<file path="src/sv/ima_pkg.sv">
`default_nettype none
// ----------------------------------------------------------------------------
// ima_pkg
// Shared widths, operation codes, controller commands and helper functions
// for the integer math ALU.
// ----------------------------------------------------------------------------
package ima_pkg;

    localparam int DW    = 32;
    localparam int CNT_W = $clog2(DW);
    localparam int K_W   = $clog2(DW) + 1;

    localparam logic [4:0] OP_ADD      = 5'd0;
    localparam logic [4:0] OP_SUB      = 5'd1;
    localparam logic [4:0] OP_MUL      = 5'd2;
    localparam logic [4:0] OP_DIV      = 5'd3;
    localparam logic [4:0] OP_DIVFLOOR = 5'd4;
    localparam logic [4:0] OP_DIVCEIL  = 5'd5;
    localparam logic [4:0] OP_DIVROUND = 5'd6;
    localparam logic [4:0] OP_POW      = 5'd7;
    localparam logic [4:0] OP_MADD     = 5'd8;
    localparam logic [4:0] OP_FMOD     = 5'd9;
    localparam logic [4:0] OP_MOD      = 5'd10;
    localparam logic [4:0] OP_ABS      = 5'd11;
    localparam logic [4:0] OP_SIGN     = 5'd12;
    localparam logic [4:0] OP_MIN      = 5'd13;
    localparam logic [4:0] OP_MAX      = 5'd14;
    localparam logic [4:0] OP_GCD      = 5'd15;
    localparam logic [4:0] OP_LCM      = 5'd16;
    localparam logic [4:0] OP_NEG      = 5'd17;

    typedef enum logic [1:0] {
        CLS_SIMPLE,
        CLS_MUL,
        CLS_DIV,
        CLS_POW
    } t_cls_base;

    typedef enum logic [2:0] {
        C_SIMPLE,
        C_MUL,
        C_DIV,
        C_POW,
        C_GCD
    } t_cls;

    typedef enum logic [3:0] {
        CMD_NONE,
        CMD_LOAD,
        CMD_SIMPLE_OUT,
        CMD_MUL,
        CMD_MADD_OUT,
        CMD_DIV_STEP,
        CMD_DIV_FIX,
        CMD_DIV_OUT,
        CMD_POW_STEP,
        CMD_POW_OUT,
        CMD_GCD_STEP,
        CMD_GCD_OUT,
        CMD_LCM_PREP,
        CMD_LCM_MUL,
        CMD_LCM_OUT
    } t_cmd;

    typedef enum logic [3:0] {
        S_IDLE,
        S_SIMPLE,
        S_MUL,
        S_MADD,
        S_DIV,
        S_FIX,
        S_DOUT,
        S_POW,
        S_POUT,
        S_GCD,
        S_GOUT,
        S_LPREP,
        S_LDIV,
        S_LMUL,
        S_LOUT
    } t_state;

    typedef struct packed {
        t_cls cls;
        logic is_lcm;
        logic gcd_done;
    } t_status;

    function automatic t_cls op_class(input logic [4:0] op);
        t_cls c;
        c = C_SIMPLE;
        case (op) inside
            OP_MUL, OP_MADD: c = C_MUL;
            OP_DIV, OP_DIVFLOOR, OP_DIVCEIL, OP_DIVROUND, OP_FMOD, OP_MOD: c = C_DIV;
            OP_POW: c = C_POW;
            OP_GCD, OP_LCM: c = C_GCD;
            default: c = C_SIMPLE;
        endcase
        return c;
    endfunction

    function automatic logic [DW-1:0] mag(input logic [DW-1:0] x);
        return x[DW-1] ? (DW'(0) - x) : x;
    endfunction

    function automatic logic [DW-1:0] sgn(input logic neg, input logic [DW-1:0] m);
        return neg ? (DW'(0) - m) : m;
    endfunction

endpackage
`default_nettype wire

</file>
<file path="src/sv/ima_ctrl.sv">
`default_nettype none
// ----------------------------------------------------------------------------
// ima_ctrl
// Sequencer: walks each operation through its datapath steps and counts
// divider and power iterations.
// ----------------------------------------------------------------------------
module ima_ctrl (
    input  wire logic             i_clk,
    input  wire logic             i_rst_n,
    input  wire logic             i_start,
    input  wire ima_pkg::t_status i_status,
    output ima_pkg::t_cmd         o_cmd,
    output logic                  o_busy
);

    ima_pkg::t_state r_state, n_state;
    logic [ima_pkg::CNT_W-1:0] r_cnt, n_cnt;
    logic last;

    assign last = (r_cnt == ima_pkg::CNT_W'(ima_pkg::DW - 1));

    always_ff @(posedge i_clk) begin
        if (!i_rst_n) begin
            r_state <= ima_pkg::S_IDLE;
            r_cnt   <= '0;
        end else begin
            r_state <= n_state;
            r_cnt   <= n_cnt;
        end
    end

    // next state
    always_comb begin
        n_state = r_state;
        n_cnt   = r_cnt;
        case (r_state)
            ima_pkg::S_IDLE: begin
                n_cnt = '0;
                if (i_start) begin
                    case (i_status.cls)
                        ima_pkg::C_MUL: n_state = ima_pkg::S_MUL;
                        ima_pkg::C_DIV: n_state = ima_pkg::S_DIV;
                        ima_pkg::C_POW: n_state = ima_pkg::S_POW;
                        ima_pkg::C_GCD: n_state = ima_pkg::S_GCD;
                        default:        n_state = ima_pkg::S_SIMPLE;
                    endcase
                end
            end
            ima_pkg::S_SIMPLE: n_state = ima_pkg::S_IDLE;
            ima_pkg::S_MUL:    n_state = ima_pkg::S_MADD;
            ima_pkg::S_MADD:   n_state = ima_pkg::S_IDLE;
            ima_pkg::S_DIV, ima_pkg::S_POW, ima_pkg::S_LDIV: begin
                n_cnt = r_cnt + 1'b1;
                if (last) begin
                    n_cnt = '0;
                    case (r_state)
                        ima_pkg::S_DIV: n_state = ima_pkg::S_FIX;
                        ima_pkg::S_POW: n_state = ima_pkg::S_POUT;
                        default:        n_state = ima_pkg::S_LMUL;
                    endcase
                end
            end
            ima_pkg::S_FIX:  n_state = ima_pkg::S_DOUT;
            ima_pkg::S_DOUT: n_state = ima_pkg::S_IDLE;
            ima_pkg::S_POUT: n_state = ima_pkg::S_IDLE;
            ima_pkg::S_GCD: begin
                if (i_status.gcd_done)
                    n_state = i_status.is_lcm ? ima_pkg::S_LPREP : ima_pkg::S_GOUT;
            end
            ima_pkg::S_GOUT:  n_state = ima_pkg::S_IDLE;
            ima_pkg::S_LPREP: n_state = ima_pkg::S_LDIV;
            ima_pkg::S_LMUL:  n_state = ima_pkg::S_LOUT;
            ima_pkg::S_LOUT:  n_state = ima_pkg::S_IDLE;
            default:          n_state = ima_pkg::S_IDLE;
        endcase
    end

    // outputs
    always_comb begin
        o_cmd  = ima_pkg::CMD_NONE;
        o_busy = (r_state != ima_pkg::S_IDLE);
        case (r_state)
            ima_pkg::S_IDLE:   o_cmd = i_start ? ima_pkg::CMD_LOAD : ima_pkg::CMD_NONE;
            ima_pkg::S_SIMPLE: o_cmd = ima_pkg::CMD_SIMPLE_OUT;
            ima_pkg::S_MUL:    o_cmd = ima_pkg::CMD_MUL;
            ima_pkg::S_MADD:   o_cmd = ima_pkg::CMD_MADD_OUT;
            ima_pkg::S_DIV:    o_cmd = ima_pkg::CMD_DIV_STEP;
            ima_pkg::S_LDIV:   o_cmd = ima_pkg::CMD_DIV_STEP;
            ima_pkg::S_FIX:    o_cmd = ima_pkg::CMD_DIV_FIX;
            ima_pkg::S_DOUT:   o_cmd = ima_pkg::CMD_DIV_OUT;
            ima_pkg::S_POW:    o_cmd = ima_pkg::CMD_POW_STEP;
            ima_pkg::S_POUT:   o_cmd = ima_pkg::CMD_POW_OUT;
            ima_pkg::S_GCD:
                o_cmd = i_status.gcd_done ? ima_pkg::CMD_NONE : ima_pkg::CMD_GCD_STEP;
            ima_pkg::S_GOUT:   o_cmd = ima_pkg::CMD_GCD_OUT;
            ima_pkg::S_LPREP:  o_cmd = ima_pkg::CMD_LCM_PREP;
            ima_pkg::S_LMUL:   o_cmd = ima_pkg::CMD_LCM_MUL;
            ima_pkg::S_LOUT:   o_cmd = ima_pkg::CMD_LCM_OUT;
            default:           o_cmd = ima_pkg::CMD_NONE;
        endcase
    end

endmodule
`default_nettype wire

</file>
<file path="config.mk">
export PLATFORM = sky130hd
export DESIGN_NAME = ima_ctrl
export DESIGN_NICKNAME = d
export VERILOG_FILES = /design/src/sv/ima_pkg.sv /design/src/sv/ima_ctrl.sv
export SDC_FILE = /design/constraint.sdc
export NUM_CORES = 1
export LEC_CHECK = 0
export BUFFER_PORTS_ARGS = -buffer_cell sky130_fd_sc_hd__buf_4
export CORE_MARGIN = 4
export CORE_UTILIZATION = 54
export CTS_CLUSTER_SIZE = 28
export DETAILED_ROUTE_END_ITERATION = 6
export PLACE_DENSITY_LB_ADDON = 0.3
export SYNTH_ARGS = -nofsm -noshare
export SYNTH_HDL_FRONTEND = slang
export SYNTH_SLANG_ARGS = --single-unit
</file>
<file path="constraint.sdc">
create_clock -name i_clk -period 2.1 [get_ports i_clk]
set_input_delay 0.42 -clock i_clk [delete_from_list [all_inputs] [get_ports i_clk]]
set_output_delay 0.42 -clock i_clk [all_outputs]
set_load 0.02 [all_outputs]
</file>
After elaboration in Yosys (flattened, before gate mapping)
Index checks and enable logic that the tools add are counted.
{"block": "word_totals", "regBits": 9, "latch_bits": 0, "ramBits": 0, "romBits": 0, "inputBits": 8, "out_inout_bits": 5, "elab_cells": 43, "mem_count": 0}
{"block": "op_classes", "add_sub_neg": 1, "mul": 0, "div_mod_pow": 0, "magnitude_cmp": 0, "n_eq_ne": 22, "n_shift": 0, "n_mux": 12, "n_bitwise": 0, "n_reduce_logical": 6}
{"operator": "$pmux 4 s14", "n": 1}
{"operator": "$eq 4x4->1 const B", "n": 7}
{"operator": "$pmux 4 s7", "n": 1}
{"operator": "$eq 4x3->1 const B", "n": 4}
{"operator": "$mux 4", "n": 4}
{"operator": "$pmux 4 s4", "n": 1}
{"operator": "$pmux 5 s2", "n": 1}
{"operator": "$eq 4x2->1 const B", "n": 2}
{"operator": "$pmux 4 s2", "n": 1}
{"operator": "$eq 3x2->1 const B", "n": 2}
{"operator": "$ne 2x2->1 const B", "n": 3}
{"operator": "$add 5x1->5 const B", "n": 1}
{"operator": "$eq 5x5->1 const B", "n": 1}
{"operator": "$mux 5", "n": 1}
{"operator": "$eq 4x1->1 const B", "n": 1}
{"operator": "$logic_not 4->1", "n": 1}
{"operator": "$reduce_bool 4->1", "n": 1}
{"operator": "$eq 3x1->1 const B", "n": 1}
{"operator": "$eq 3x3->1 const B", "n": 1}
{"operator": "$reduce_and 3->1", "n": 1}
{"operator": "$reduce_or 3->1", "n": 1}
{"operator": "$mux 1", "n": 2}
{"operator": "$reduce_bool 2->1", "n": 1}
{"operator": "$reduce_or 2->1", "n": 1}

Logic depth before layout (Yosys ltp)
{"block": "depth", "word_depth": 4, "ltp_mapped": 7}

Worst setup path after synthesis
No wires, ideal clock.
{"block": "synth_path", "kind": "register to output", "startpoint": "register r_state[2]", "endpoint": "output o_cmd[0]", "arrival_ns": 1.573, "required_ns": 1.680, "slack_ns": 0.107, "stages_incl_launch_ff": 7, "path_buffers": 2, "path_cell_list": "dfxtp_1 clkbuf_1 buf_2 nor3_1 nor2_1 nor2_1 a311oi_1"}
{"block": "synth_via", "elab_chain_len": 3, "elab_cells_between_ends": 17, "classes_between": "eq/ne: 14; mux: 1; reduce/logical: 2"}
{"element": "from (decl)", "line": "ima_ctrl.sv:16", "text": "ima_pkg::t_state r_state, n_state;"}
{"element": "from (signal assigned)", "line": "ima_ctrl.sv:24", "text": "r_state <= ima_pkg::S_IDLE;"}
{"element": "from (signal assigned)", "line": "ima_ctrl.sv:27", "text": "r_state <= n_state;"}
{"element": "$eq 4x4->1 / $eq 4x3->1 (equally long branches)", "line": "ima_ctrl.sv:82", "text": "case (r_state)"}
{"element": "$reduce_or 2->1 (no source line)"}
{"element": "$pmux 4 s14 (*)", "line": "ima_ctrl.sv:82"}
{"element": "to (decl)", "line": "ima_ctrl.sv:12", "text": "output ima_pkg::t_cmd o_cmd,"}
Every way passes the cells marked *; elsewhere a longest branch is shown, timed or not.

Worst setup path in the final report
{"block": "layout_path", "startpoint": "register r_state[0]", "endpoint": "output o_cmd[0]"}
Same word-level chain as after synthesis.

==> summary.txt <==
Power and ir drop
  • Max rail drop VDD: 0.844 mV
  • Sw Pwr: 0.000566 W
  • Gate power share: 62.8%
  • Pwr/cell area: 1300 nW/um^2
  • Switching share of power: 47.8%
  • Flop pwr share: 26.0%
  • Internal Power: 0.000619 W
  • Leakage power: 0.349 nW
  • Clk network pwr share: 11.2%

Yosys
  • Post-synth EDFFs: 0
  • Seq/Total Area, Yosys: 23.0%
  • Area of the mapped netlist: 785 um^2
  • Post-synth ARST share: 0%
  • Most used flip-flop cell after synthesis: dfxtp_1
  • Net Count, Synth: 115
  • Synth Instances: 105
  • Syn. warnings: 0
  • Average size of a mapped cell: 7.47 um^2
  • Flop and latch count out of synthesis: 9
  • Synth cell types: 40

Cells and area
  • Number of nets in the layout: 128
  • Commonest non-fill, non-tap cell in the layout: buf_4
  • Most frequent cells in the layout: 16 x buf_4, 10 x a21oi_1, 8 x nor2_1, 6 x nand2_1, 6 x nand3_1
  • Antenna Diode Count: 0
  • Area Growth Syn to Fin: 16.3%
  • Share of layout cells above drive strength 1: 23.9%

Route
  • DR vias: 812
  • Final wirelength: 1.87 mm
  • Drt drc: 0
  • DRT iter0 DRCs: 15
  • Drt via density: 6.15
  • Final antenna-violating net count: 0
  • Router iterations before antenna repair: 4
  • Wire per inst: 14.2 um

Clock tree
  • CTS buffer count: 3
  • Root buffer cell: clkbuf_4
  • Clock Tree Buf Depth: 2
  • Skew-Pair Late Insertion Delay: 260 ps
  • Clock slew at reported path FFs: 60 ps
  • CTS Sinks: 9
  • Post-CTS Setup Repair Bufs: 0
  • CTS tree: done
  • H-tree depth: 1

Worst setup path
  • Worst r2r path cells: 7
  • CP required: 1680 ps
  • Reg2Reg Capture Point: r_state[3]$_SDFFE_PN0P_
  • Crit. End Element: primary output
  • Flop-to-flop setup slack: 360 ps
  • Crit path DAT: 1510 ps
  • Crit path launch type: flop
  • Worst-path fanout max: 12
  • WS Path Type: flop to primary output
  • Worst r2r src: r_cnt[0]$_SDFFE_PN0P_

Timing
  • Final Hold Violating Endpoints: 0
  • Achievable Freq: 517 MHz
  • Endpoints failing setup: 0
  • Max-slew violation count: 0
  • Worst Tran Pin Value: 336 ps
  • Final WS setup: 165 ps
  • RSZ-0062 raised after global routing: false
  • Period minus WS final: 1930 ps
  • Worst Skew: 4.85 ps
  • Crit share post-route: 92.1%
  • Worst slew margin: 77.6%
  • Sum Neg Setup Slack: 0 ps

Outcome
  • Status: completed

Min path
  • Hold Crit Start: i_rst_n
  • Hold Crit Depth: 3
  • End of the worst hold path: r_cnt[4]$_SDFFE_PN0P_
  • Hold/Removal Path Class: input port to flop

Floorplan
  • # rows: 13
  • Core ar.: 1330 um^2
  • # IOs: 13
  • Initial core utilization: 58.8%
  • Die Height: 46.1 um
  • Die area: 2130 um^2
  • Die Width: 46.1 um

Global route
  • Grt ovf: 0
  • Pin count of the biggest net entering global routing: 22
  • Total GRT Usage: 20.9%
  • Number of global-route vias before repair: 751
  • Initial antenna violation count: 0
  • First-pass GRT wire length: 3.17 mm

Flow run
  • Max Cap Viol: 0

Placement
  • GPL Wtd Cong: 0.845
  • Final HPWL DP: 1.45 mm
  • Port-buffer cells: 12
  • Setup WS pre-CTS: 314 ps
==> flip-flops by register name, indices dropped and copies added (netlist names) <==
name     cells
r_cnt        5
r_state      4
==> critical path, cell delays in order (launching register included) <==
cell and delay (ps):
dfxtp_2 380, buf_4 180, nor2b_1 160, a311oi_1 330, buf_4 210
==> synth_stat cells, drive strengths merged, types with 2 or more instances <==
| cell type | count | area share [%] |
|---|---|---|
| nor2b | 3 | 2.4 |
| o21ai | 8 | 5.1 |
| or4b | 2 | 3.0 |
| clkbuf | 3 | 1.4 |
| a21oi | 10 | 6.4 |
| inv | 5 | 2.4 |
| nand2 | 6 | 2.9 |
| buf | 5 | 4.0 |
| nor3 | 3 | 1.9 |
| xnor2 | 2 | 2.2 |
| nand3 | 6 | 3.8 |
| a211oi | 2 | 3.5 |
| o32ai | 2 | 3.2 |
| nand3b | 4 | 3.8 |
| or2 | 2 | 1.6 |
| a31oi | 2 | 1.6 |
| nand2b | 3 | 2.4 |
| nor2 | 8 | 3.8 |
| ha | 2 | 3.2 |
| a21o | 2 | 1.9 |
| o31ai | 2 | 2.6 |
| dfxtp | 9 | 23 |
| o22ai | 2 | 1.6 |
| o221ai | 3 | 3.3 |
==> cells by family after synthesis <==
family | count (synthesis) | synth area share [%]
and+or+nand+nor | 42 | 30.3
AOI/OAI and AO/OA | 37 | 33.5
buffers and inverters | 13 | 7.82
DFF | 9 | 23.0
xor gates and xnor gates | 2 | 2.23
adders and majority gates | 2 | 3.19
==> final cells by class <==
class	instances	area (um^2)
inverters	5	18.8
fillers	114	422
repair buffers	16	120
well taps	15	18.8
clock buffers	4	26.3
flip-flops and latches	9	185
multi-input cells	83	543
==> timing repair <==
action	in CTS	in global routing
hold buffers	0	0
resized for setup	0	4
endpoints found under the setup margin	0	3
==> how the worst max path moves through the flow <==
| stage | startpoint | to | cells after the start |
|---|---|---|---|
| after floorplan | r_state[2]$_SDFFE_PN0P_ | o_cmd[0] | 6 |
| after global placement | r_state[2]$_SDFFE_PN0P_ | o_cmd[3] | 4 |
| after detailed placement | r_state[2]$_SDFFE_PN0P_ | o_cmd[0] | 5 |
| after CTS | r_state[2]$_SDFFE_PN0P_ | o_cmd[0] | 5 |
| after global routing | r_state[2]$_SDFFE_PN0P_ | o_cmd[0] | 5 |
| final | r_state[0]$_SDFFE_PN0P_ | o_cmd[0] | 4 |
==> routing by layer <==
| metal | up-vias | share of wire (%) | track usage [%] |
|---|---|---|---|
| met1 | 373 | 46 | 26.4 |
| met5 | - | 0 | 0 |
| met4 | 0 | 1.9 | 8.52 |
| met3 | 6 | 4.7 | 6.64 |
| met2 | 21 | 47 | 32.7 |
| li1 | 412 | - | - |
==> through the flow <==
step / utilization, % / hold WS [ps] / instance area, um^2 / std cells / power [W]
2_1_floorplan: - / 465 / 785 / 105 / 0.000833
3_3_place_gp: 66.0 / 481 / 881 / 128 / 0.00102
3_5_place_dp: 66.0 / 493 / 881 / 128 / 0.00104
4_1_cts: 68.0 / 439 / 907 / 132 / 0.00118
5_1_grt: 68.4 / 452 / 912 / 132 / 0.00128
6_report: 68.4 / 443 / 912 / 132 / 0.00118
==> power groups by stage <==
stage               clock network (W)  registers [W]  logic [W]
floorplan                           0       0.000226   0.000607
global placement                    0       0.000300   0.000720
detailed placement                  0       0.000301   0.000740
CTS                          0.000137       0.000297   0.000744
global route                 0.000146       0.000318   0.000811
finish                       0.000133       0.000308   0.000745
Power figures use the tool's default switching activity.
